File: config.mk
export PLATFORM = sky130hd
export DESIGN_NAME = dsu_alu
export DESIGN_NICKNAME = d
export VERILOG_FILES = /design/src/rtl/dsu_pkg.sv /design/src/rtl/dsu_alu.sv
export SDC_FILE = /design/constraint.sdc
export NUM_CORES = 1
export LEC_CHECK = 0
export ABC_AREA = 1
export CAP_MARGIN = 20
export CORE_MARGIN = 5
export CORE_UTILIZATION = 40
export DETAILED_ROUTE_END_ITERATION = 7
export DONT_BUFFER_PORTS = 1
export GPL_TIMING_DRIVEN = 0
export SLEW_MARGIN = 20
export SYNTH_ARGS = -nofsm -noshare
export SYNTH_HDL_FRONTEND = slang
export SYNTH_SLANG_ARGS = --single-unit
File: constraint.sdc
create_clock -name vclk -period 2.85
set_input_delay 0.285 -clock vclk [all_inputs]
set_output_delay 0.285 -clock vclk [all_outputs]
set_load 0.03 [all_outputs]
File: src/rtl/dsu_pkg.sv
// ----------------------------------------------------------------------------
// dsu_pkg
// Shared types and constants of the union-find unit: request codes, field
// widths, the rank ceiling and the operation codes of the shared datapath.
// ----------------------------------------------------------------------------
`default_nettype none

package dsu_pkg;

   // Fixed field widths
   localparam int INDEX_W = 10;
   localparam int ROWS_W  = 32;
   localparam int RANK_W  = 4;

   // Rank saturates here
   localparam logic [RANK_W-1:0] RANK_MAX = '1;

   // Request kinds
   localparam logic REQ_LOAD  = 1'b0;
   localparam logic REQ_MERGE = 1'b1;

   // Shared datapath operations
   typedef enum logic {
      ALU_ADD_SAT,
      ALU_MAX
   } alu_op_type;

endpackage

`default_nettype wire

File: src/rtl/dsu_alu.sv
// ----------------------------------------------------------------------------
// dsu_alu
// Shared row-count unit: saturating add of two row counts, or the larger of
// two row counts.
// ----------------------------------------------------------------------------
`default_nettype none

module dsu_alu (
   input  wire dsu_pkg::alu_op_type             op,
   input  wire logic [dsu_pkg::ROWS_W-1:0]      opnd_a,
   input  wire logic [dsu_pkg::ROWS_W-1:0]      opnd_b,
   output logic      [dsu_pkg::ROWS_W-1:0]      result
);

   import dsu_pkg::*;

   logic [ROWS_W:0] sum;

   // Full-width sum, carry out flags saturation
   assign sum = {1'b0, opnd_a} + {1'b0, opnd_b};

   always_comb begin
      unique case (op)
         ALU_ADD_SAT: result = sum[ROWS_W] ? '1 : sum[ROWS_W-1:0];
         ALU_MAX:     result = (opnd_a > opnd_b) ? opnd_a : opnd_b;
      endcase
   end

endmodule

`default_nettype wire
# [Word-level counts from Yosys, hierarchy flattened]
# Cells that the tools add are included.
[word_totals] ff_bits=0 latchBits=0 ramBits=0 mem_bits_ro=0 in_bits=65 output_inout_bits=32 mem_count=0
[classes] add_sub_neg=1 n_mul=0 div_mod_pow=0 order_cmp=1 eq_ne=0 shift=0 mux=3 bitwise=1 reduce_logical=0
[op_table] op="$mux W32" count=2
[op_table] op="$pmux W32 S2" count=1
[op_table] op="$add A32 B32 Y33" count=1
[op_table] op="$gt A32 B32 Y1" count=1
[op_table] op="$not A1 Y1" count=1

# [Logic depth before layout (Yosys ltp)]
# Gate-level depths: netlist of run 1.
[depth] ltp_word=3 depth_mapped=18

# [Worst setup path after synthesis of run 1]
# OpenSTA, ideal clock, no wires.
[synth_path] kind="input to output" from="input opnd_a[0] in the netlist's numbering" to="output result[7] in the netlist's numbering" arrival_time_ps=1937 required_ps=2565 path_slack_ps=628 cell_stages=13 path_buffers=1 path_cell_list="ha_1 > fa_1 > nand2_1 > nand2_1 > nand4_1 > nand2_2 > nand2_2 > nand2_4 > nand2_2 > nand3_4 > buf_6 > o21ai_0 > nand2_2"
[synth_between] elab_chain_cells=3
[synth_lines] item="from (decl)" line="dsu_alu.sv:10" text="input wire logic [dsu_pkg::ROWS_W-1:0] opnd_a,"
[synth_lines] item="$add A32 B32 Y33 or $gt A32 B32 Y1 (tied branches)" line="dsu_alu.sv:20, dsu_alu.sv:25"
[synth_lines] item="$mux W32 (on tied branches)" line="dsu_alu.sv:24, dsu_alu.sv:25"
[synth_lines] item="$pmux W32 S2 *" line="dsu_alu.sv:23" text="unique case (op)"
[synth_lines] item="to (decl)" line="dsu_alu.sv:12" text="output logic [dsu_pkg::ROWS_W-1:0] result"
# Every way passes the cells marked *; elsewhere a longest branch is shown, timed or not.

# [Final worst setup path of run 1]
[layout_path] from="input opnd_b[19] in the netlist's numbering" to="output result[24] in the netlist's numbering"
[layout_between] elab_chain_cells=3
[layout_lines] item="from (decl)" line="dsu_alu.sv:11" text="input wire logic [dsu_pkg::ROWS_W-1:0] opnd_b,"
[layout_lines] item="$add A32 B32 Y33 or $gt A32 B32 Y1 (tied branches)" line="dsu_alu.sv:20, dsu_alu.sv:25"
[layout_lines] item="$mux W32 (on tied branches)" line="dsu_alu.sv:24, dsu_alu.sv:25"
[layout_lines] item="$pmux W32 S2 *" line="dsu_alu.sv:23"
# Marks and branches as above.

==> results.sh, run 1 <==
export IMPL_avgViaCountPerCell=4.95
export IMPL_min_path_type="in -> out"
export IMPL_path_class="in -> out"
export IMPL_vdd_drop_max_mv=0.108
export IMPL_start_kind="input pin"
export IMPL_final_hold_viol_count=0
export IMPL_slew_headroom_pct=70.1
export IMPL_worstMarginPinSlew_ns=0.444
export IMPL_num_rows=39
export IMPL_hold_path_depth=4
export IMPL_cp_cell_sequence="inv_1 > ha_1 > buf_6 > inv_1 > a21oi_1 > nand2_1 > nand2_1 > nand2_1 > nand2_1 > nand2_1 > a21oi_4 > buf_6 > nand3_1 > nand2_1 > nand2_2"
export IMPL_fin_nets=978
export IMPL_cts_resized=0
export IMPL_die_w_um=119
export IMPL_startpoint="opnd_b[19]"
export IMPL_syn_inst=846
export IMPL_critPathSlowestCell="ha_1"
export IMPL_dp_cells=989
export IMPL_synth_seq_area_share_pct=0
export IMPL_critical_path_buf_inv_count=4
export IMPL_synth_fa_ha_area_share_pct=17.3
export IMPL_max_freq_ghz=0.385
export IMPL_antenna_found_initial=0
export IMPL_synth_area_leaders="ha_1, nand2_1, inv_1, nand2_2, nand3_1"
export IMPL_slew_violations=0
export IMPL_pin_count=97
export IMPL_comb_power_share_pct=100.0
export IMPL_grt_pass1_vias=4796
export IMPL_port_buffers=0
export IMPL_dr_pass1_iters=5
export IMPL_postRouteAntennaNets=0
export IMPL_drc=0
export IMPL_synth_top_family_by_area="simple AND/OR/NAND/NOR gates"
export IMPL_netlist_area_leader_share_pct=16.9
export IMPL_synth_distinct_cells=36
export IMPL_nClkBuffers=0
export IMPL_numSequentialCells=0
export IMPL_drt_wirelength_per_cell_um=14.2
export IMPL_critPathTopFamily="simple AND/OR/NAND/NOR gates"
export IMPL_synthXorXnorAreaFrac_pct=2.77
export IMPL_power_density_mw_per_mm2=229
export IMPL_yosysWarningCount=0
export IMPL_core_region_area_mm2=0.0115
export IMPL_critPathMostFrequentCell="nand2_1"
export IMPL_final_common_cell="nand2_1"
export IMPL_power_leakage_nw=2.90
export IMPL_first_iter_violations=252
export IMPL_hold_start="opnd_b[12]"
export IMPL_slowest_delay_ns=0.28
export IMPL_grtUsageTotal_pct=19.5
export IMPL_post_cts_setup_buffers=0
export IMPL_hold_buffers=0
export IMPL_synthToLayoutAreaGrowth_pct=3.77
export IMPL_die_area_mm2=0.0141
export IMPL_wl_mm=14.0
export IMPL_pwr_share_seq_pct=0
export IMPL_start_util_pct=41.2
export IMPL_status="complete, no violations"
export IMPL_cap_violations=0
export IMPL_fin_util_pct=42.7
export IMPL_holdPathEnd="result[12]"
export IMPL_via_count=4894
export IMPL_dpl_hpwl_mm=12.2
export IMPL_yosys_area_share_simple_pct=50.4
export IMPL_avgSynthCellArea_um2=5.61
export IMPL_gp_congestion=0.928
export IMPL_final_cell_mix="nand2_1, inv_1, nand3_1"
export IMPL_crit_arrival_ns=2.31
export IMPL_synth_compound_area_share_pct=10.3
export IMPL_required_ns=2.57
export IMPL_register_area_um2=0
export IMPL_period_minus_slack_ns=2.59
export IMPL_crit_fanout=10
export IMPL_fin_crit_sh_pct=91.0
export IMPL_finalSetupViolCount=0
export IMPL_grt_first_pass_wirelength_mm=23.5
export IMPL_synth_mux_area_share_pct=0
export IMPL_tns_ns=0
export IMPL_power_net_switching_mw=0.773
export IMPL_dieHeight_um=119
export IMPL_syn_nets=976
export IMPL_final_cells=989
export IMPL_globalRouteOverflowTotal=0
export IMPL_swShare_pct=68.6
export IMPL_diodes=0
export IMPL_synth_top_area_cell="ha_1"
export IMPL_drive_gt1_share_pct=16.9
export IMPL_end_kind="output pin"
export IMPL_rsz0062_at_grt="no"
export IMPL_internal_power_mw=0.354
export IMPL_clkPwrFrac_pct=0
export IMPL_grt_max_degree=11
export IMPL_syn_area_mm2=0.00474
-- tightest hold or removal path, stage by stage --
cell,delay [ns]
inv_1,0.06
nand2_2,0.05
nand3_2,0.05
nand2_2,0.12
-- cells in the mapped netlist, types with 6 or more instances --
cell      instances
a21oi_1          38
buf_2             7
buf_6             7
ha_1             64
inv_1           180
inv_2             7
nand2_1         203
nand2_2          66
nand3_1          72
nand3_2          30
nand3b_1          6
nand4_1           9
nor2_1           56
o21ai_0          41
xnor2_1          10
-- logic make-up after synthesis --
| family | Yosys count |
|---|---|
| simple gates | 467 |
| buf+inv | 208 |
| compound gates | 91 |
| fa+ha+maj | 65 |
| xor+xnor | 15 |
-- per-stage QoR --
| step | cell area, um2 | hold slack [ns] | power (mW) | setup slack (ns) |
|---|---|---|---|---|
| 6_report | 4920 | 0.853 | 1.13 | 0.255 |
| 4_1_cts | 4920 | 0.857 | 1.13 | 0.229 |
| 2_1_floorplan | 4740 | 0.843 | 0.924 | 0.628 |
| 3_3_place_gp | 4920 | 0.855 | 1.13 | 0.191 |
| 3_5_place_dp | 4920 | 0.857 | 1.13 | 0.234 |
| 5_1_grt | 4920 | 0.873 | 1.26 | 0.0946 |
-- routing by layer --
layer | part of all wire (%) | up-vias | global-route usage (%)
met2 | 44 | 116 | 32.6
met1 | 49 | 2156 | 28.2
met5 | 0 | - | 0
met4 | 0.58 | 0 | 1.23
met3 | 5.8 | 6 | 2.09
li1 | - | 2616 | -
-- power by group through the flow --
stage	logic (mW)	clock network, mW	registers [mW]
final	1.13	0	0
after global routing	1.26	0	0
after CTS	1.13	0	0
after detailed placement	1.13	0	0
after global placement	1.13	0	0
after floorplan	0.924	0	0
-- how the worst max path moves through the flow --
stage            endpoint  slack [ns]  cells past startpoint
6_report       result[24]        0.26                     15
3_3_place_gp   result[24]        0.19                     15
4_1_cts        result[24]        0.23                     15
3_5_place_dp   result[24]        0.23                     15
5_1_grt        result[23]        0.09                     15
2_1_floorplan   result[7]        0.63                     13
-- final cells by class --
cell class | count | area [um2]
Fill cell | 1314 | 6600
Buffer | 21 | 209
Tap cell | 143 | 179
Inverter | 187 | 702
Multi-Input combinational cell | 638 | 3830
Note: power is estimated with default switching activity, not from simulation.
==> run 2: changes to the inputs <==
--- a/config.mk
+++ b/config.mk
@@ -8,10 +8,11 @@
 export ABC_AREA = 1
 export CAP_MARGIN = 20
 export CORE_MARGIN = 5
-export CORE_UTILIZATION = 40
+export CORE_UTILIZATION = 52
 export DETAILED_ROUTE_END_ITERATION = 7
 export DONT_BUFFER_PORTS = 1
 export GPL_TIMING_DRIVEN = 0
+export PLACE_DENSITY = 0.67
 export SLEW_MARGIN = 20
 export SYNTH_ARGS = -nofsm -noshare
 export SYNTH_HDL_FRONTEND = slang
==> run 2 against run 1 <==
Flip-flop and latch count stayed put; via count up 4.0%; critical endpoint is now result[23]; final cell count fell by 3.5%; routed wire length increased by 4.5%; hold slack better by 0.00067 ns; combinational power hardly changed.
==> results.sh, run 2 (synthesis results as in run 1) <==
export IMPL_nClkBuffers=0
export IMPL_gp_congestion=0.971
export IMPL_max_freq_ghz=0.373
export IMPL_synthToLayoutAreaGrowth_pct=2.93
export IMPL_dpl_hpwl_mm=13.0
export IMPL_hold_start="opnd_b[16]"
export IMPL_dieHeight_um=105
export IMPL_slew_headroom_pct=66.1
export IMPL_required_ns=2.57
export IMPL_drive_gt1_share_pct=17.0
export IMPL_num_rows=34
export IMPL_post_cts_setup_buffers=0
export IMPL_diodes=0
export IMPL_period_minus_slack_ns=2.68
export IMPL_vdd_drop_max_mv=0.192
export IMPL_crit_fanout=10
export IMPL_power_leakage_nw=2.90
export IMPL_fin_nets=978
export IMPL_hold_path_depth=4
export IMPL_min_path_type="in -> out"
export IMPL_via_count=5089
export IMPL_critical_path_buf_inv_count=3
export IMPL_start_util_pct=53.9
export IMPL_die_area_mm2=0.0111
export IMPL_critPathSlowestCell="ha_1"
export IMPL_cap_violations=0
export IMPL_critPathMostFrequentCell="nand2_1"
export IMPL_port_buffers=0
export IMPL_globalRouteOverflowTotal=0
export IMPL_numSequentialCells=0
export IMPL_critPathTopFamily="compound AO/OA/AOI/OAI gates"
export IMPL_final_cell_mix="nand2_1, inv_1, nand3_1"
export IMPL_slowest_delay_ns=0.40
export IMPL_drt_wirelength_per_cell_um=15.4
export IMPL_cp_cell_sequence="inv_1 > ha_1 > inv_2 > a21oi_1 > o21ai_1 > a21oi_2 > nand2_1 > a21oi_4 > buf_6 > nand3_1 > nand2_1 > nand2_2"
export IMPL_crit_arrival_ns=2.39
export IMPL_path_class="in -> out"
export IMPL_grt_pass1_vias=4907
export IMPL_core_region_area_mm2=0.00881
export IMPL_drc=0
export IMPL_fin_crit_sh_pct=94.0
export IMPL_wl_mm=14.7
export IMPL_start_kind="input pin"
export IMPL_pin_count=97
export IMPL_register_area_um2=0
export IMPL_finalSetupViolCount=0
export IMPL_final_common_cell="nand2_1"
export IMPL_holdPathEnd="result[16]"
export IMPL_end_kind="output pin"
export IMPL_antenna_found_initial=0
export IMPL_grt_first_pass_wirelength_mm=23.7
export IMPL_status="complete, no violations"
export IMPL_tns_ns=0
export IMPL_first_iter_violations=377
export IMPL_avgViaCountPerCell=5.33
export IMPL_dr_pass1_iters=5
export IMPL_die_w_um=105
export IMPL_power_density_mw_per_mm2=235
export IMPL_grt_max_degree=11
export IMPL_postRouteAntennaNets=0
export IMPL_rsz0062_at_grt="no"
export IMPL_slew_violations=0
export IMPL_worstMarginPinSlew_ns=0.505
export IMPL_power_total_mw=1.15
export IMPL_worst_hold_slack_ns=0.854
export IMPL_final_hold_viol_count=0
export IMPL_grtUsageTotal_pct=25.5
[run 2: timing repair]
item,CTS,global route
hold endpoints to repair,0,0
setup endpoints to repair,0,2
hold buffers,0,0
gates resized for setup,0,1
[run 2: tightest hold or removal path, delay by kind of cell]
| family | cells | cell delay, ns |
|---|---|---|
| and+or+nand+nor | 3 | 0.22 |
| buffers and inverters | 1 | 0.06 |
[run 2: how the worst max path moves through the flow]
stage,cells past startpoint,endpoint,slack [ns],startpoint
after floorplan,13,result[7],0.63,opnd_a[0]
after global placement,15,result[24],0.16,opnd_b[19]
after detailed placement,15,result[23],0.15,opnd_b[19]
after CTS,15,result[23],0.15,opnd_b[19]
after global routing,14,result[17],0.06,opnd_b[24]
final,12,result[23],0.17,opnd_b[25]
[run 2: layer usage]
layer | routed length, um | part of all wire (%) | vias to the layer above | GRT usage [%]
met5 | 0 | 0 | - | 0
met4 | 98 | 0.67 | 0 | 1.57
met3 | 1230 | 8.4 | 8 | 2.87
met2 | 6790 | 46 | 173 | 44.2
met1 | 6550 | 45 | 2295 | 35.5
li1 | - | - | 2613 | -
[run 2: layout make-up]
cell class	count	area, um2
plain buffers	21	209
fillers	934	3930
inverters	187	702
multi-input cells	638	3830
well taps	108	135
[run 2: per-stage QoR]
stage	setup slack (ns)	std cells	util, %	cell area [um2]
after detailed placement	0.154	954	55.4	4880
after floorplan	0.628	846	-	4740
after global routing	0.0648	954	55.4	4880
final	0.171	954	55.4	4880
after CTS	0.147	954	55.4	4880
after global placement	0.161	954	55.4	4880
[run 2: where the power goes]
| group | internal [mW] | total, mW | switching [mW] |
|---|---|---|---|
| sequential | 0 | 0 | 0 |
| clock | 0 | 0 | 0 |
| combinational | 0.356 | 1.15 | 0.792 |
| total | 0.356 | 1.15 | 0.792 |
